$ cat config.mk
export PLATFORM = sky130hd
export DESIGN_NAME = base64_strict_decoder
export DESIGN_NICKNAME = d
export VERILOG_FILES = /design/src/hw/rtl/b64d_pkg.sv /design/src/hw/rtl/b64d_decode.sv /design/src/hw/rtl/base64_strict_decoder.sv
export SDC_FILE = /design/constraint.sdc
export NUM_CORES = 1
export LEC_CHECK = 0
export CAP_MARGIN = 10
export CORE_UTILIZATION = 64
export DETAILED_ROUTE_END_ITERATION = 10
export DONT_BUFFER_PORTS = 1
export PLACE_DENSITY = 0.8
export SYNTH_ARGS = -nofsm -noshare
export SYNTH_HDL_FRONTEND = slang
export SYNTH_SLANG_ARGS = --single-unit
export TNS_END_PERCENT = 30
$ cat constraint.sdc
create_clock -name clk -period 2.9 [get_ports clk]
set_input_delay 0.145 -clock clk [delete_from_list [all_inputs] [get_ports clk]]
set_output_delay 0.145 -clock clk [all_outputs]
set_load 0.005 [all_outputs]
$ cat src/hw/rtl/b64d_pkg.sv
// ----------------------------------------------------------------------------
// b64d_pkg
// Shared types, constants and the alphabet lookup for the strict base64
// decoder.
// ----------------------------------------------------------------------------
package b64d_pkg;

  localparam logic [7:0] PAD_CHAR    = 8'h3D;
  localparam int         GROUP_LEN   = 4;
  localparam int         MAX_BYTES   = 3;
  localparam int         MAX_RESULTS = MAX_BYTES + 1;

  typedef struct packed {
    logic [1:0] pos;
    logic [5:0] sextet_one;
    logic [5:0] sextet_two;
    logic [5:0] sextet_three;
    logic       third_was_pad;
    logic       error_seen;
  } b64d_state_t;

  typedef struct packed {
    logic [7:0] byte_two;
    logic [7:0] byte_one;
    logic [7:0] byte_zero;
    logic [1:0] num_bytes;
    logic       has_status;
    logic       status_bad;
  } b64d_result_t;

  // {not_in_alphabet, sextet}
  function automatic logic [6:0] sextet_value(input logic [7:0] c);
    logic [6:0] v;
    if (c >= 8'h41 && c <= 8'h5A) begin
      v = {1'b0, 6'(c - 8'h41)};
    end else if (c >= 8'h61 && c <= 8'h7A) begin
      v = {1'b0, 6'(c - 8'h61 + 8'd26)};
    end else if (c >= 8'h30 && c <= 8'h39) begin
      v = {1'b0, 6'(c - 8'h30 + 8'd52)};
    end else if (c == 8'h2B) begin
      v = {1'b0, 6'd62};
    end else if (c == 8'h2F) begin
      v = {1'b0, 6'd63};
    end else begin
      v = {1'b1, 6'd0};
    end
    return v;
  endfunction

endpackage

$ cat src/hw/rtl/b64d_decode.sv
// ----------------------------------------------------------------------------
// b64d_decode
// Per-character step: updates the group state and forms the decoded bytes
// and status flag for one accepted character.
// ----------------------------------------------------------------------------
module b64d_decode (
  input  b64d_pkg::b64d_state_t  st,
  input  logic [7:0]             char_code,
  input  logic                   last_char,
  output b64d_pkg::b64d_state_t  st_nxt,
  output b64d_pkg::b64d_result_t res
);

  logic [6:0] sv;
  logic       bad_char;
  logic       is_pad;
  logic       err;
  logic       pad4;
  logic [5:0] d;

  always_comb begin
    sv       = b64d_pkg::sextet_value(char_code);
    bad_char = sv[6];
    is_pad   = (char_code == b64d_pkg::PAD_CHAR);
    pad4     = is_pad;
    d        = pad4 ? 6'd0 : sv[5:0];
    err      = 1'b0;
    st_nxt   = st;
    res      = '0;

    if (!st.error_seen) begin
      case (st.pos)
        2'd0: begin
          if (bad_char) err = 1'b1;
          else st_nxt.sextet_one = sv[5:0];
        end
        2'd1: begin
          if (bad_char) err = 1'b1;
          else st_nxt.sextet_two = sv[5:0];
        end
        2'd2: begin
          if (is_pad) begin
            st_nxt.third_was_pad = 1'b1;
            st_nxt.sextet_three  = 6'd0;
          end else if (bad_char) begin
            err = 1'b1;
          end else begin
            st_nxt.sextet_three = sv[5:0];
          end
        end
        default: begin
          if (!pad4 && bad_char) err = 1'b1;
          if (st.third_was_pad && !pad4) err = 1'b1;
          if ((st.third_was_pad || pad4) && !last_char) err = 1'b1;
          if (st.third_was_pad && (st.sextet_two[3:0] != 4'd0)) err = 1'b1;
          if (!st.third_was_pad && pad4 && (st.sextet_three[1:0] != 2'd0)) err = 1'b1;
          if (!err) begin
            res.byte_zero = {st.sextet_one, st.sextet_two[5:4]};
            res.byte_one  = {st.sextet_two[3:0], st.sextet_three[5:2]};
            res.byte_two  = {st.sextet_three[1:0], d};
            if (st.third_was_pad) res.num_bytes = 2'd1;
            else if (pad4)        res.num_bytes = 2'd2;
            else                  res.num_bytes = 2'd3;
          end
        end
      endcase
      if (last_char && st.pos != 2'd3) err = 1'b1;
      if (!err) begin
        st_nxt.pos = st.pos + 2'd1;
        if (st.pos == 2'd3) st_nxt.third_was_pad = 1'b0;
      end
    end

    if (err) st_nxt.error_seen = 1'b1;

    if (last_char) begin
      res.has_status = 1'b1;
      res.status_bad = st.error_seen | err;
      st_nxt         = '0;
    end
  end

endmodule

$ cat src/hw/rtl/base64_strict_decoder.sv
// ----------------------------------------------------------------------------
// base64_strict_decoder
// Strict base64 decoder: one character per transfer in, decoded bytes and a
// final status item out, one item per transfer.
//
// channel | ports                                   | direction
// in      | in_valid in_ready in_char_code in_last_char | input
// out     | out_valid out_ready out_byte out_byte_present
//         | out_end_of_message out_malformed          | output
//
// A character is decoded in the cycle it is taken; its results sit in the
// result register and leave one per cycle while out_ready is high, up to four per
// character. Characters with no result, or whose single result leaves in the
// same cycle, follow back to back; a group end holds the input while its
// bytes and status drain through the one output port.
// Reset is synchronous on rst_n and clears the group state and result count.
// ----------------------------------------------------------------------------
module base64_strict_decoder (
  input  logic       clk,
  input  logic       rst_n,
  input  logic       in_valid,
  output logic       in_ready,
  input  logic [7:0] in_char_code,
  input  logic       in_last_char,
  output logic       out_valid,
  input  logic       out_ready,
  output logic [7:0] out_byte,
  output logic       out_byte_present,
  output logic       out_end_of_message,
  output logic       out_malformed
);

  b64d_pkg::b64d_state_t  st_r, st_nxt;
  b64d_pkg::b64d_result_t res_r, res_nxt;
  logic [2:0]             rem_r, rem_nxt;
  logic [1:0]             idx_r, idx_nxt;
  logic                   in_xfer;
  logic                   out_xfer;

  b64d_decode u_decode (
    .st        (st_r),
    .char_code (in_char_code),
    .last_char (in_last_char),
    .st_nxt    (st_nxt),
    .res       (res_nxt)
  );

  assign out_valid = (rem_r != 3'd0);
  assign out_xfer  = out_valid && out_ready;
  assign in_ready  = (rem_r == 3'd0) || ((rem_r == 3'd1) && out_ready);
  assign in_xfer   = in_valid && in_ready;

  always_comb begin
    rem_nxt = rem_r;
    idx_nxt = idx_r;
    if (out_xfer) begin
      rem_nxt = rem_r - 3'd1;
      idx_nxt = idx_r + 2'd1;
    end
    if (in_xfer) begin
      rem_nxt = {1'b0, res_nxt.num_bytes} + {2'b00, res_nxt.has_status};
      idx_nxt = 2'd0;
    end
  end

  always_ff @(posedge clk) begin
    if (!rst_n) begin
      st_r  <= '0;
      rem_r <= '0;
      idx_r <= '0;
    end else begin
      rem_r <= rem_nxt;
      idx_r <= idx_nxt;
      if (in_xfer) st_r <= st_nxt;
    end
  end

  always_ff @(posedge clk) begin
    if (in_xfer) res_r <= res_nxt;
  end

  always_comb begin
    out_byte           = 8'd0;
    out_byte_present   = 1'b0;
    out_end_of_message = 1'b0;
    out_malformed      = 1'b0;
    if ({1'b0, idx_r} < {1'b0, res_r.num_bytes}) begin
      out_byte_present = 1'b1;
      case (idx_r)
        2'd0:    out_byte = res_r.byte_zero;
        2'd1:    out_byte = res_r.byte_one;
        default: out_byte = res_r.byte_two;
      endcase
    end else begin
      out_end_of_message = 1'b1;
      out_malformed      = res_r.status_bad;
    end
  end

  // result count never exceeds bytes plus status
  a_rem_bound: assert property (@(posedge clk) disable iff (!rst_n)
    rem_r <= 3'(b64d_pkg::MAX_RESULTS))
    else $error("result count out of range");

  // status item is always the final result of its character
  a_status_last: assert property (@(posedge clk) disable iff (!rst_n)
    out_valid && out_end_of_message |-> rem_r == 3'd1)
    else $error("status item not last");

  // a new character only enters as the last pending result leaves
  a_no_overrun: assert property (@(posedge clk) disable iff (!rst_n)
    in_xfer && out_valid |-> rem_r == 3'd1 && out_ready)
    else $error("results overwritten");

  // the message end clears the group state
  a_eom_clears: assert property (@(posedge clk) disable iff (!rst_n)
    in_xfer && in_last_char |=> st_r.pos == 2'd0 && !st_r.error_seen)
    else $error("state not cleared at message end");

  // byte items never carry the malformed flag
  a_byte_clean: assert property (@(posedge clk) disable iff (!rst_n)
    out_valid && out_byte_present |-> !out_malformed && !out_end_of_message)
    else $error("byte item flagged as status");

endmodule
==> impl_metrics.env <==
export IMPL_outcome="finished, final reports clean"
export IMPL_crit_required_ps=3110
export IMPL_n_antenna_cell=0
export IMPL_fin_nets=378
export IMPL_p_int_mw=1.337
export IMPL_drive_above_1_share=0.07246
export IMPL_avgSynthCellArea_um2=9.454
export IMPL_cts_root_buf="clkbuf_8"
export IMPL_endpoint_kind="flip-flop"
export IMPL_cts_tree="built"
export IMPL_worst_pin_slew_ps=780.7
export IMPL_gp_congestion=0.9590
export IMPL_synth_area_um2=3233
export IMPL_die_width_um=73.08
export IMPL_cts_buffers=5
export IMPL_p_sw_uw=598.1
export IMPL_relSlewSlack=0.4764
export IMPL_synth_distinct_cells=58
export IMPL_cts_clk_slew_worst_paths_ps=90
export IMPL_vias_per_cell=6.291
export IMPL_ys_warn_count=0
export IMPL_swShare=0.3091
export IMPL_hold_viol=0
export IMPL_irDropWorstVdd_v=0.0004018
export IMPL_drt_total_wl_mm=7.115
export IMPL_combPwrFrac=0.245
export IMPL_rsz0062_at_grt="no"
export IMPL_drv_cap=0
export IMPL_pwr_share_clk=0.258
export IMPL_met1_usage=0.3958
export IMPL_drv_slew=0
export IMPL_first_pass_iters=5
export IMPL_start_util=0.6756
export IMPL_coreArea_um2=4786
export IMPL_antenna_found_initial=0
export IMPL_cp_max_fo=4
export IMPL_p_total_mw=1.935
export IMPL_postSynthCellCount=342
export IMPL_clock_latency_ps=320
export IMPL_clockBufferDepth=2
export IMPL_powerDensity_nw_per_um2=563.1
export IMPL_setup_viol=0
export IMPL_synth_top_area_frac=0.2508
export IMPL_syn_nets=376
export IMPL_grt_usage=0.2847
export IMPL_use_met3=0.05110
export IMPL_use_met2=0.4558
export IMPL_dp_hpwl_mm=5.215
export IMPL_final_common_cell="nand2_1"
export IMPL_period_minus_slack_ps=2620
export IMPL_area_delta_synth_final_pct=6.269
export IMPL_drt_first_iter_violations=179
export IMPL_synth_edf_count=27
export IMPL_grt_pass1_wl_mm=11.41
export IMPL_top_usage_layer="met2"
export IMPL_die_h_um=73.08
export IMPL_start_kind="flip-flop"
export IMPL_min_path_type="input pin to flip-flop"
export IMPL_critical_path_class="flip-flop to flip-flop"
export IMPL_final_setup_skew_ps=13.99
export IMPL_overflow=0
export IMPL_ys_seq_area_frac=0.4180
export IMPL_synth_ff_type="edfxtp_1"
export IMPL_p_leak_nw=1.266
export IMPL_die_area_um2=5340
export IMPL_grt_pass1_vias=2324
export IMPL_pin_count=26
export IMPL_drtAntennaViolNets=0
export IMPL_rows=25
export IMPL_htreeDepth=2
export IMPL_final_cell_mix="nand2_1, dfxtp_1, edfxtp_1"
export IMPL_fin_util=0.7179
export IMPL_seqPwrFrac=0.497
export IMPL_fmax_ghz=0.3817
export IMPL_ys_ff_latch=54
export IMPL_drc=0
export IMPL_num_vias=2592
export IMPL_synth_area_leader_cell="edfxtp_1"
export IMPL_clock_sinks=54
export IMPL_io_buffers=0
export IMPL_async_flop_share=0
export IMPL_wl_per_cell_um=17.27
export IMPL_grt_max_degree=32
export IMPL_critPathArrivalTime_ps=2830
export IMPL_fin_crit_sh=0.9034
export IMPL_synth_area_leaders="edfxtp_1, dfxtp_1, ha_1"
export IMPL_timing_setup_tns_ps=0
## flip-flops by register name, summed over array words and instances (netlist names)
signal and cells:
st_r 22, rem_r 3, res_r 27, idx_r 2
## metrics by stage
step	cells	cell area, µm²	hold WS (ps)	worst slack, ps
3_5_place_dp	402	3298	281.9	215.4
4_1_cts	412	3428	13.25	242.2
3_3_place_gp	402	3298	279.7	350.1
5_1_grt	412	3436	4.135	95.29
2_1_floorplan	342	3233	302.8	362.9
6_report	412	3436	12.06	280.1
## path summary, 6_finish.rpt
check | start | endpoint | slack, ps | cells after the start
setup / recovery | st_r[2] | rem_r[1] | 280 | 10
hold / removal | rst_n | st_r[17] | 10 | 2
setup reg to reg | st_r[2] | rem_r[1] | 280 | 10
hold reg to reg | st_r[17] | st_r[17] | 460 | 2
## synthesized netlist by cell type, types with 2 or more instances
library cell / n
nor2b_1: 8
mux2i_1: 4
a31oi_1: 5
a21boi_1: 4
inv_1: 20
ha_1: 21
nor2_1: 12
and2_1: 21
nand2_1: 28
nand3b_1: 4
nand3_2: 2
a22oi_1: 8
clkbuf_1: 8
nand3_1: 26
o211ai_1: 5
o21a_1: 3
and3_1: 4
o21ai_1: 9
a211oi_1: 3
nor4b_1: 2
a21boi_0: 2
o2bb2ai_1: 6
nand4_1: 2
a21o_1: 2
a311oi_2: 2
or4_1: 2
nand2b_1: 5
edfxtp_1: 27
a31o_2: 2
nor3_1: 10
a21oi_1: 20
a311oi_1: 2
buf_2: 3
xnor2_1: 3
nor4_1: 5
o21ai_0: 4
dfxtp_1: 27
## kinds of logic after synthesis
group	share of synthesized area
adders and majority gates	0.08127
buffers and inverters	0.04063
xor gates and xnor gates	0.008128
DFF	0.4180
AOI/OAI and AO/OA	0.2051
muxes	0.01238
and+or+nand+nor	0.2345
## critical path, stage by stage, from the launching register on
cell and delay [ps]:
dfxtp_1 340, or3b_1 430, a41oi_2 300, a21oi_1 90, a311oi_1 340, nor2b_1 270
o21a_1 190, ha_1 160, ha_1 220, a21oi_1 120, nor2b_1 60
## cell type report
class,instances,area (µm²)
clock buffer,6,72.57
clock inverter,2,37.54
fill,396,1350
inverter,20,75.07
multi-input combinational,256,1758
sequential,54,1351
tap,67,83.83
timing repair buffer,7,57.56
## per-layer routing
| metal | wire length (µm) | vias to the layer above |
|---|---|---|
| met4 | 110 | 0 |
| met3 | 535 | 9 |
| li1 | - | 1267 |
| met1 | 3122 | 1205 |
| met5 | 0 | - |
| met2 | 3347 | 111 |
## power by group through the flow
stage	combinational, mW	sequential [mW]	clock [mW]
6_report	0.474	0.962	0.499
5_1_grt	0.529	0.972	0.535
3_5_place_dp	0.465	0.979	0
2_1_floorplan	0.361	0.967	0
3_3_place_gp	0.455	0.974	0
4_1_cts	0.472	0.961	0.504
## what timing repair did
action                                 CTS  global route
setup endpoints to repair                0             1
buffers inserted                         0             0
hold buffers                             2             0
resized for setup                        0             1
endpoints found under the hold margin   10             0
(Power assumes the default switching activity.)
